### config.mk
export PLATFORM = sky130hd
export DESIGN_NAME = bvf_front
export DESIGN_NICKNAME = d
export VERILOG_FILES = /design/src/sv/bvf_pkg.sv /design/src/sv/bvf_front.sv
export SDC_FILE = /design/constraint.sdc
export NUM_CORES = 1
export LEC_CHECK = 0
export BUFFER_PORTS_ARGS = -buffer_cell sky130_fd_sc_hd__buf_2
export CAP_MARGIN = 40
export CORE_AREA = 2 2 66 68
export CTS_CLUSTER_DIAMETER = 30
export DETAILED_ROUTE_END_ITERATION = 8
export DIE_AREA = 0 0 68 70
export MAX_ROUTING_LAYER = met4
export PLACE_DENSITY = 0.84
export SYNTH_ARGS = -nofsm -noshare
export SYNTH_HDL_FRONTEND = slang
export SYNTH_SLANG_ARGS = --single-unit
### constraint.sdc
create_clock -name clock -period 1.5 [get_ports clock]
set_input_delay 0 -clock clock [delete_from_list [all_inputs] [get_ports clock]]
set_output_delay 0 -clock clock [all_outputs]
set_load 0.1 [all_outputs]
### src/sv/bvf_pkg.sv
`timescale 1ns / 1ps
// Shared types and constants of the building visibility block.
// Depends on nothing; every other file of the block imports it.
package bvf_pkg;

   localparam int unsigned FIELD_W = 20;   // one 16.4 coordinate
   localparam int unsigned EDGE_W  = 21;   // left edge plus width
   localparam int unsigned POINT_W = 22;   // doubled midpoint
   localparam int unsigned NUM_W   = 7;    // building number on the result side

   // One loaded record as it travels from the front to the back.
   typedef struct packed {
      logic               store;   // record fits the store and is kept
      logic [FIELD_W-1:0] left;
      logic [FIELD_W-1:0] front;
      logic [FIELD_W-1:0] span;
      logic [FIELD_W-1:0] height;
      logic               last;    // closes the set
   } rec_type;

   typedef enum logic [1:0] {
      ST_LOAD,
      ST_SCAN,
      ST_OUT
   } state_type;

   // What one pass over the stored buildings is looking for.
   typedef enum logic [1:0] {
      PH_ORDER,   // next building in sorted order
      PH_EDGE,    // next distinct edge above the current one
      PH_CHECK    // a nearer building at least as tall hiding the midpoint
   } phase_type;

endpackage

### src/sv/bvf_front.sv
`timescale 1ns / 1ps
// Front part: takes record beats, decides whether each fits the store.
// Depends on bvf_pkg.
module bvf_front
   import bvf_pkg::*;
#(
   parameter int unsigned MAX_BUILDINGS = 64
) (
   input  logic               clock,
   input  logic               reset,
   input  logic               req_valid,
   output logic               req_stall,
   input  logic [FIELD_W-1:0] req_left_edge,
   input  logic [FIELD_W-1:0] req_front_distance,
   input  logic [FIELD_W-1:0] req_span_width,
   input  logic [FIELD_W-1:0] req_tower_height,
   input  logic               req_last_building,
   input  logic               q_full,
   output logic               q_push,
   output rec_type            q_rec
);

   localparam int unsigned CW = $clog2(MAX_BUILDINGS + 1);

   logic [CW-1:0] count_ff, count_in;
   logic          fits;

   assign req_stall = q_full;
   assign q_push    = req_valid & ~q_full;
   assign fits      = (count_ff < CW'(MAX_BUILDINGS));

   always_comb begin
      q_rec.store  = fits;
      q_rec.left   = req_left_edge;
      q_rec.front  = req_front_distance;
      q_rec.span   = req_span_width;
      q_rec.height = req_tower_height;
      q_rec.last   = req_last_building;
      count_in     = count_ff;
      if (q_push) begin
         if (req_last_building) begin
            count_in = '0;
         end else if (fits) begin
            count_in = count_ff + 1'b1;
         end
      end
   end

   always_ff @(posedge clock) begin
      if (reset) begin
         count_ff <= '0;
      end else begin
         count_ff <= count_in;
      end
   end

endmodule

# ---- Word level (Yosys, flattened, before mapping)
# Index checks and enable logic that the tools add are counted.
dict set report word_totals {
  mem_count 0
  latch_bits 0
  romBits 0
  ramBits 0
  out_inout_bits 84
  register_bits 7
}
dict set report op_classes {
  eq_ne 0
  n_addsub 1
  shift 0
  muxes 2
  n_reduce_logical 2
  bitwise 2
  magnitude_cmp 1
  multipliers 0
  div_mod_pow 0
}
# cell count
set ops {}
lappend ops {{two-way mux 7 bit} 2}
lappend ops {{adder 7 x 1 -> 7 bit (second input constant)} 1}
lappend ops {{< comparator 7 bit (second input constant)} 1}
lappend ops {{AND reduction 2 bit} 1}
lappend ops {{nonzero test 2 bit} 1}
lappend ops {{AND 1 bit} 1}
lappend ops {{NOT 1 bit} 1}

# ---- Longest topological paths before layout
dict set report logic_depth {
  depth_word 3
  ltp_mapped 5
  mapped_depth_nobuf 4
}

# ---- Worst setup path before layout
# No wires, ideal clock.
dict set report synth_timing {
  path_type {register to register}
  start {register count_ff[0]}
  end {register count_ff[2]}
  slack_ns 0.274
  arrival_time_ns 1.156
  t_required_ns 1.430
  n_path_buf 0
  stages_incl_launch_ff 5
  synth_period_minus_slack_ns 1.226
  path_cell_list {dfxtp_1 ha_1 inv_1 or4_1 a21oi_1}
}
dict set report synth_between {
  elab_chain_cells 3
}
# element line_no
set synth_lines {}
lappend synth_lines {{from (decl)} bvf_front.sv:25} ;# logic [CW-1:0] count_ff, count_in;
lappend synth_lines {{from (signal assigned)} bvf_front.sv:53} ;# count_ff <= count_in;
lappend synth_lines {{adder 7 x 1 -> 7 bit / < comparator 7 bit (equally long branches)} {bvf_front.sv:44, bvf_front.sv:30}}
lappend synth_lines {{two-way mux 7 bit / nonzero test 2 bit (equally long branches)} -}
lappend synth_lines {{two-way mux 7 bit / AND reduction 2 bit (equally long branches)} -}
# Parallel ways exist; a longest one is shown, timed or not. The select of a mux whose other input is x is not followed.
# A chain may end at the register's enable or synchronous reset.

# ---- Final worst setup path
# Ends and elaborated chain as after synthesis.

==> results.yml <==
timing:
  timing.max_slew.rel_slack_pct: 66.1
  period_share_pct: 86.0
  hold_slack_ns: 0.0000386
  layout_min_cycle_time_ns: 1.29
  final.setup_skew_ns: 0.00245
  max_clock_freq_ghz: 0.775
  worst-slew-pin-transition_ns: 0.512
  rsz_0062_raised_after_global_routing: "no"
  hold_viol_final: 0
  finalSetupViolCount: 0
  setup_total_negative_slack_ns: 0
  finalMaxSlewViolations: 0
  finalWorstSetupSlack_ns: 0.210
clocking:
  cts_tree: "yes"
  cts.sinks: 7
  numCtsBuffers: 3
  clkLatencyLatePin_ns: 0.23
  ctsLongestPathBuffers: 2
  post-cts-setup-buffer-count: 0
  clkTransAtPathRegs_ns: 0.04
  holdBufCountCts: 0
  cts_resized: 0
  ctsRootBufferMaster: "sky130_fd_sc_hd__clkbuf_8"
  h-tree-depth: 1
logic_synthesis:
  avgSynthCellArea_sq_um: 8.08
  yosysWarningCount: 0
  synth.ff_latch_count: 7
  synth_fp_nets: 213
  synth_top_area_share_pct: 60.7
  synth_top_area_cell: "sky130_fd_sc_hd__buf_4"
  mappedNetlistArea_sq_um: 1030
  synth_seq_area_share_pct: 13.7
  synth_top_cells_by_area: "sky130_fd_sc_hd__buf_4, sky130_fd_sc_hd__dfxtp_1, sky130_fd_sc_hd__mux2i_1, sky130_fd_sc_hd__nand3b_1, sky130_fd_sc_hd__or3b_1"
  post_synth_num_cell_types: 23
  post_synth_inst_count: 127
  yosys-top-cells-count: "sky130_fd_sc_hd__buf_4, sky130_fd_sc_hd__dfxtp_1, sky130_fd_sc_hd__inv_1, sky130_fd_sc_hd__nand3b_1"
  most_used_standard_cell_by_instance_count_after_synthesis: "sky130_fd_sc_hd__buf_4"
  asyncSetResetFlopFracSynth_pct: 0
  synth-main-ff-cell: "sky130_fd_sc_hd__dfxtp_1"
  synth_edf_count: 0
worst_hold_path:
  worstHoldPathCells: 0
  hold_path.class: "in -> out"
  holdCritStartpoint: "req_left_edge[14]"
  min_to: "q_rec[75]"
die:
  effective_utilization_at_floorplan_pct: 24.8
  dieHeight_um: 70
  ios: 169
  placementRows: 24
  die-area_sq_um: 4760
  die_w_um: 68
  core_area_sq_um: 4140
critical_path:
  max_stage_delay_ns: 0.49
  timing.critical_path.max_delay_family: "simple AND/OR/NAND/NOR gates"
  rr_endpoint: "count_ff[2]"
  worstReg2RegStart: "count_ff[0]"
  worstPathRequired_ns: 1.66
  critPathArrivalTime_ns: 1.45
  regToRegSetupSlack_ns: 0.21
  crit_type: "reg -> reg"
  timing.critical_path.from_type: "flop"
  cpMaxStageDelayCell: "sky130_fd_sc_hd__or4_1"
  wp_buf_inv: 1
  worstPathCellList: "ha_1 -> inv_1 -> or4_1 -> a21oi_1"
  end_kind: "flop"
  timing.critical_path.fanout_max: 4
  cp-startpoint: "count_ff[0]"
  rr_worst_depth: 4
power:
  cellPowerDensity_nw_per_um2: 957
  leakagePower_nw: 0.191
  ir_worst_vdd_v: 0.000459
drt:
  number_of_drc_violations_after_detailed_routing_iteration_0: 12
  drtAntennaViolNets: 0
  drt-pass1-iter-count: 2
  routedWlPerCell_um: 17.4
  vias: 461
  vias_per_cell: 4.31
  wirelength_um: 1860
  drc: 0
run_status:
  status: "completed"
finish:
  drive_gt1_share_pct: 25.5
  num-nets-final: 142
  largest_reg_flops: 7
  finish.utilization_pct: 13.1
  max_flop_register: "count_ff"
  top_flop_regs: "count_ff: 7 flops"
  finalNonFillerCells: 107
  multiInputGateArea_sq_um: 233
  insertedDiodeCount: 0
  area.sequential_sq_um: 140
  areaGrowthSynthToFinish_pct: -47.2
  fillCellCount: 493
placement:
  io_buffer_count: 8
  detailedPlacementHpwl_um: 1620
  dp_worst_setup_slack_ns: 0.204
  numPlacedInstances: 103
  gp_congestion: 0.844
global_route:
  initial_antenna_violation_count: 0
  globalRouteTotalUtil_pct: 7.43
  global_route_wire_length_before_repair_um: 2510
  first_global_vias: 453
  grt_start_max_net_pins: 10
  grt_overflow_total: 0
flow_run:
  maxcap_violations: 0
[worst reg2reg max path, cell delays in order, from the launching register on]
cell	delay (ns)
sky130_fd_sc_hd__dfxtp_1	0.35
sky130_fd_sc_hd__ha_1	0.17
sky130_fd_sc_hd__inv_1	0.06
sky130_fd_sc_hd__or4_1	0.49
sky130_fd_sc_hd__a21oi_1	0.14
[worst max path at each step]
| stage | to | slack, ns | depth (start not counted) |
|---|---|---|---|
| floorplan | count_ff[2] | 0.27 | 4 |
| global placement | count_ff[2] | 0.24 | 4 |
| detailed placement | count_ff[2] | 0.20 | 4 |
| CTS | count_ff[2] | 0.20 | 4 |
| global route | count_ff[2] | 0.12 | 4 |
| finish | count_ff[2] | 0.21 | 4 |
[cell type report]
type	instances	share of cell area (%)
Timing Repair Buffer	8	7.39
Sequential cell	7	25.9
Tap cell	52	12.0
Clock buffer	4	8.31
Multi-Input combinational cell	31	43.0
Inverter	5	3.46
[where the power goes]
group / total (mW) / switching [mW] / internal (mW)
clock: 0.262 / 0.0788 / 0.184
sequential: 0.190 / 0.00125 / 0.189
combinational: 0.0664 / 0.0496 / 0.0168
total: 0.519 / 0.130 / 0.389
[logic make-up after synthesis]
logic type      after synthesis  synth area share (%)
simple gates                 20                  14.5
flops                         7                  13.7
compound gates                7                  4.02
mux                           3                  2.93
fa+ha+maj                     1                  1.22
buf+inv                      89                  63.7
[layer usage]
layer / vias to the layer above / share of wire [%] / GRT usage [%]
met5: - / 0 / -
met4: 0 / 7.6 / 8.67
met3: 26 / 23 / 5.31
met2: 57 / 47 / 11.5
met1: 194 / 22 / 4.43
li1: 184 / - / -
[through the flow]
stage	total power [mW]	cell area, sq um
floorplan	1.26	1030
global placement	0.258	497
detailed placement	0.260	497
CTS	0.531	542
global route	0.551	542
finish	0.519	542
[layout by cell type (no fill, tap or decap), types with 2 or more instances in the layout]
cell type	n
sky130_fd_sc_hd__o21ai_0	2
sky130_fd_sc_hd__inv_1	4
sky130_fd_sc_hd__nand2_1	2
sky130_fd_sc_hd__nor4_1	2
sky130_fd_sc_hd__dfxtp_1	7
sky130_fd_sc_hd__a21oi_1	3
sky130_fd_sc_hd__clkbuf_8	3
sky130_fd_sc_hd__or4_1	2
sky130_fd_sc_hd__mux2i_1	3
sky130_fd_sc_hd__buf_2	8
sky130_fd_sc_hd__nand3b_1	4
sky130_fd_sc_hd__or3b_1	3
(Power assumes the default switching activity.)
