--- src/sv/bvf_pkg.sv ---
`timescale 1ns / 1ps
// Shared types and constants of the building visibility block.
// Depends on nothing; every other file of the block imports it.
package bvf_pkg;

   localparam int unsigned FIELD_W = 20;   // one 16.4 coordinate
   localparam int unsigned EDGE_W  = 21;   // left edge plus width
   localparam int unsigned POINT_W = 22;   // doubled midpoint
   localparam int unsigned NUM_W   = 7;    // building number on the result side

   // One loaded record as it travels from the front to the back.
   typedef struct packed {
      logic               store;   // record fits the store and is kept
      logic [FIELD_W-1:0] left;
      logic [FIELD_W-1:0] front;
      logic [FIELD_W-1:0] span;
      logic [FIELD_W-1:0] height;
      logic               last;    // closes the set
   } rec_type;

   typedef enum logic [1:0] {
      ST_LOAD,
      ST_SCAN,
      ST_OUT
   } state_type;

   // What one pass over the stored buildings is looking for.
   typedef enum logic [1:0] {
      PH_ORDER,   // next building in sorted order
      PH_EDGE,    // next distinct edge above the current one
      PH_CHECK    // a nearer building at least as tall hiding the midpoint
   } phase_type;

endpackage

--- src/sv/bvf_queue.sv ---
`timescale 1ns / 1ps
// Two-entry queue of records between the front and the back.
// Depends on bvf_pkg.
module bvf_queue
   import bvf_pkg::*;
(
   input  logic    clock,
   input  logic    reset,
   input  logic    push,
   input  rec_type push_rec,
   input  logic    pop,
   output logic    full,
   output logic    not_empty,
   output rec_type head
);

   rec_type    slot_ff [2];
   logic       wr_ptr_ff, wr_ptr_in;
   logic       rd_ptr_ff, rd_ptr_in;
   logic [1:0] used_ff, used_in;

   assign full      = (used_ff == 2'd2);
   assign not_empty = (used_ff != 2'd0);
   assign head      = slot_ff[rd_ptr_ff];

   always_comb begin
      wr_ptr_in = wr_ptr_ff ^ push;
      rd_ptr_in = rd_ptr_ff ^ pop;
      used_in   = used_ff + {1'b0, push} - {1'b0, pop};
   end

   always_ff @(posedge clock) begin
      if (push) begin
         slot_ff[wr_ptr_ff] <= push_rec;
      end
   end

   always_ff @(posedge clock) begin
      if (reset) begin
         wr_ptr_ff <= 1'b0;
         rd_ptr_ff <= 1'b0;
         used_ff   <= 2'd0;
      end else begin
         wr_ptr_ff <= wr_ptr_in;
         rd_ptr_ff <= rd_ptr_in;
         used_ff   <= used_in;
      end
   end

   queue_no_overflow: assert property (@(posedge clock) disable iff (reset)
      full |-> !push) else $error("push into a full queue");
   queue_no_underflow: assert property (@(posedge clock) disable iff (reset)
      !not_empty |-> !pop) else $error("pop from an empty queue");
   queue_count_step: assert property (@(posedge clock) disable iff (reset)
      (push && !pop) |=> (used_ff == $past(used_ff) + 2'd1))
      else $error("queue count did not follow a push");

endmodule

--- config.mk ---
export PLATFORM = sky130hd
export DESIGN_NAME = bvf_queue
export DESIGN_NICKNAME = d
export VERILOG_FILES = /design/src/sv/bvf_pkg.sv /design/src/sv/bvf_queue.sv
export SDC_FILE = /design/constraint.sdc
export NUM_CORES = 1
export LEC_CHECK = 0
export ABC_AREA = 1
export CAP_MARGIN = 20
export CELL_PAD_IN_SITES_DETAIL_PLACEMENT = 2
export CELL_PAD_IN_SITES_GLOBAL_PLACEMENT = 2
export CORE_ASPECT_RATIO = 1.1
export CORE_MARGIN = 5
export CORE_UTILIZATION = 40
export DETAILED_ROUTE_END_ITERATION = 16
export DONT_BUFFER_PORTS = 1
export PLACE_DENSITY_LB_ADDON = 0.1
export SLEW_MARGIN = 20
export SYNTH_ARGS = -nofsm -noshare
export SYNTH_HDL_FRONTEND = slang
export SYNTH_SLANG_ARGS = --single-unit
--- constraint.sdc ---
create_clock -name clock -period 5.4 [get_ports clock]
set_input_delay 0.81 -clock clock [delete_from_list [all_inputs] [get_ports clock]]
set_output_delay 0.81 -clock clock [all_outputs]
set_load 0.03 [all_outputs]
# After elaboration in Yosys (flattened, before gate mapping)
# Memory sizes are Yosys's and may differ from the RTL's. A register that Yosys moved wholly into a read port is not among the register bits.
# Index checks and enable logic that the tools add are counted.
[classes]
addsub = 2
n_eq_ne = 1
mux = 3
bitwise_logic = 2
reduce_logical = 1
[ops]
columns = ["operator", "n"]
rows = [
  ["1-bit 2-to-1 mux", 3],
  ["2-bit by 1-bit adder with 2-bit output", 1],
  ["2-bit equality test, second input constant", 1],
  ["2-bit nonzero test", 1],
  ["2-bit by 1-bit subtractor with 2-bit output", 1],
  ["1-bit bitwise XOR", 2],
]
[totals]
ff_bits = 4
mem_bits_rw = 164
in_bits = 86
output_inout_bits = 84
word_cells = 13
memories = 1
[memory_table]
columns = ["memory", "words", "word_bits", "rd", "rd_clocked_by_memory_dff", "wr", "line_no", "rtl"]
rows = [
  ["slot_ff", 2, 82, 1, 1, 1, "bvf_queue.sv:17", "rec_type slot_ff [2];"],
]

# Longest topological paths before layout
[logic_depth]
depth_word = 2
ltp_mapped = 9
ltp_nobuf = 9

# Worst setup path after synthesis
# OpenSTA, ideal clock, no wires.
[synth_path]
path_kind = "input-to-reg"
startpoint = "input push"
endpoint = "memory slot_ff[0][0] (netlist bit), enable pin"
setup_ns = 0.450
arrival_ns = 2.771
t_required_ns = 4.950
slack_ns = 2.180
path_stages = 1
cell_sequence = "ha_1"
[synth_via]
elab_chain_cells = 2
[synth_lines]
columns = ["item", "line_no", "rtl"]
rows = [
  ["from (decl)", "bvf_queue.sv:9", "input logic push,"],
  ["1-bit 2-to-1 mux", "bvf_queue.sv:33", "if (push) begin"],
  ["1-bit 2-to-1 mux (implied by the code)", "bvf_queue.sv:34", "slot_ff[wr_ptr_ff] <= push_rec;"],
  ["to (decl)", "bvf_queue.sv:17", ""],
]
# Every way passes these cells.

==> results.md <==
- Cell taking the most area after synthesis: edfxtp_1
- Critical path's top delay family: flip-flops
- Number of clock sinks: ~170
- Insertion delay of the later-clocked pin in the worst-skew pair: about 0.42 ns
- Number of storage elements in the synthesis netlist: 168
- Global-route wire length before repair: ~18000 um
- Final number of setup-violating endpoints: 0
- DR vias/cell: 4.93
- Critical path type: flip-flop to output port
- Total wire length: roughly 12000 um
- Count of unresolved DRC violations after routing: 0
- Diode insertion count for antenna repair: 0
- Fill cells: approximately 1400
- Crit Reg-Reg Endpoint: slot_ff[0][21]
- Buffer type at the clock tree root: clkbuf_16
- Detailed Route Iter0 Violations: roughly 180
- Critical path startpoint: rd_ptr_ff
- Startpoint class of the critical path: flip-flop
- Hold Path End: rd_ptr_ff
- Fraction of layout cells with a size suffix above 1: a little under two fifths
- Via count of the first global-routing pass: 2881
- Min Clock Period, post-route: 2.98 ns
- Proportion of netlist area held by the largest area contributor: approximately three quarters
- Sequential cell area fraction in the yosys report: between 70% and 80%
- Count of endpoints failing hold in the final timing report: 0
- Post-CTS repair timing setup buffer count: 0
- Setup repair after global routing missed its margin: no
- Die ar.: 18800 um^2
- Outcome: finished clean
- Crit path max-delay cell type: dfxtp_4
- Num rows: 48
- Placement-stage cell area: between 6000 and 7000 um^2
- Worst Tran Pin Value: roughly 0.63 ns
- Number of top-level pins: 170
- Core region area: between 15000 and 20000 um^2
- Relative area change from synthesis to final layout: 10.5%
- TritonCTS clock tree: yes
- Final max-slew violation count: 0
- Register-to-register setup slack: 3.49 ns
- Cells after synthesis: ~280
- Min-Delay Path Depth: 1
- Critical path capture point type: output port
- WL per Instance: between 20 and 25 um
- Global route total overflow: 0
- Number of nets in the final layout: roughly 390
- Start of the worst register-to-register path: wr_ptr_ff
- Average instance area after synthesis: around 23 um^2
- Worst path setup slack after routing: between 2 and 2.5 ns
- Cell depth of the worst flop-to-flop path: 3
- Worst VDD drop: between 0.2 and 0.25 mV
- Placement Setup Slack: around 2.8 ns
- Final ANT Viol Nets: 0
- Fmax: ~340 MHz
- Total buffers and inverters traversed by the critical path: 1
- Number of maximum-capacitance constraint violations: 0
- Via count: between 2000 and 3000
- Static Leakage: approximately 2.5 nW
- Clock skew after layout: ~0.0055 ns
- Worst stage delay on the critical path: between 0.6 and 0.7 ns
- Die width: around 130 um
- Classification of the worst-slack hold path: input port to flip-flop
- Maximum number of pins on one net before global-route repair: 48
- Biggest area contributors in the synthesized netlist: edfxtp_1, mux2_4, buf_12, mux2_2, dfxtp_1
- CTS resizes: 0
- Total power density per cell area: approximately 420 nW/um^2
- Total nets after synthesis: 372
- Final HPWL DP: between 8000 and 9000 um
- Die Height: roughly 140 um
- Number of distinct library cell variants in the gate-level netlist after synthesis: 14
- YS warnings: 0
- Gp weighted congestion: about 0.68
- Post-Layout Inst Area: just over 7000 um^2
- Initial standard-cell utilization of the core: between 40% and 50%
- Worst-case headroom to the max-slew limit: about three fifths
- Number of CTS-inserted buffers: 17
- Final worst-path cycle share: a little under three fifths
- H-tree Lvls: 4
- Summed instance area of the synthesized netlist: 6480 um^2
- Hold buffers post-CTS: 0
- TritonRoute pass-1 iters: 4
- Critical path fanouts, max: 32
- Accumulated negative setup slack: 0 ns
- Worst-path cell chain: buf_4 > mux2_2
- Total of buffers placed on input and output ports: 0
- Initial antenna violation count: 0
- Overall track demand over capacity in global routing: about an eighth
- Hold path start: reset
- Required time reported for the critical path endpoint: around 4.6 ns
- Clk slew on worst S/H paths: approximately 0.06 ns
- Buffer depth of the longest clock path: 2
- CP Data Arrival Time: between 2 and 2.5 ns
[layer usage]
metal | track usage, % | share of wire [%] | wire length [um]
met5 | 0 | 0 | 0
met2 | 21.7 | 53 | 6310
met3 | 7.46 | 11 | 1280
met4 | 6.50 | 1.9 | 221
met1 | 12.9 | 34 | 4110
[where the power goes]
group / total, W / leakage [nW] / switching, W / internal, W
Combinational: 0.000369 / 0.676 / 0.000247 / 0.000122
Sequential: 0.00155 / 1.57 / 0.0000298 / 0.00152
Clock: 0.00108 / 0.249 / 0.000457 / 0.000627
Total: 0.00301 / 2.50 / 0.000733 / 0.00227
[metrics by stage]
step | power (W) | cells | utilization (%) | hold slack [ns]
floorplan | 0.00193 | 282 | - | 0.519
global placement | 0.00196 | 477 | 42.0 | 0.539
detailed placement | 0.00196 | 477 | 42.0 | 0.565
CTS | 0.00306 | 509 | 45.3 | 0.418
global route | 0.00313 | 509 | 45.3 | 0.423
finish | 0.00301 | 509 | 45.3 | 0.452
[worst reg2reg max path, cell delays in order (launching register included)]
cell     delay [ns]
dfxtp_1        0.33
inv_1          0.09
ha_4           0.47
buf_4          0.62
[cells in the final DEF (no fill, tap or decap), drive strengths merged]
cell and n:
edfxtp 164, mux2 82, clkbuf 22, inv 7, clkinv 6, nor2 5
nand2 4, buf 4, dfxtp 4, ha 4, clkinvlp 3, xnor2 1
a21oi 1, nand3 1, bufinv 1
[cell families after synthesis]
logic type                 count (synthesis)  synth area share, %
DFF                                      168                 77.3
muxes                                     82                 18.3
buffers and inverters                     16                 2.82
and+or+nand+nor                           10                0.599
adders and majority gates                  4                0.773
AOI/OAI and AO/OA                          1               0.0772
xor gates and xnor gates                   1                0.135
[sequential cells by signal, indices dropped and copies added, names as in the netlist]
| signal | count |
|---|---|
| slot_ff | 164 |
| used_ff | 2 |
| rd_ptr_ff | 1 |
| wr_ptr_ff | 1 |
[area by class of cell]
| cell class | instances | area (um^2) | area share (%) |
|---|---|---|---|
| tap | 200 | 250 | 3.50 |
| timing repair buffer | 4 | 30.0 | 0.420 |
| inverter | 7 | 26.3 | 0.367 |
| sequential | 168 | 5010 | 70.0 |
| clock inverter | 10 | 80.1 | 1.12 |
| multi-input combinational | 98 | 1310 | 18.4 |
| clock buffer | 22 | 444 | 6.21 |
[cell usage after synthesis]
master,instances
edfxtp_1,164
mux2_2,12
dfxtp_1,4
nor2_1,5
mux2_4,70
buf_12,7
inv_1,7
buf_2,1
a21oi_1,1
nand3_1,1
buf_6,1
xnor2_1,1
nand2_1,4
ha_1,4
[worst max path at each step]
| stage | endpoint | slack, ns | cells after the start |
|---|---|---|---|
| floorplan | slot_ff[0][0] | 2.18 | 1 |
| global placement | head[1] | 2.79 | 2 |
| detailed placement | head[1] | 2.79 | 2 |
| CTS | head[1] | 2.32 | 2 |
| global route | head[1] | 2.30 | 2 |
| finish | head[1] | 2.42 | 2 |
No activity file was read; power rests on OpenSTA's default activity.
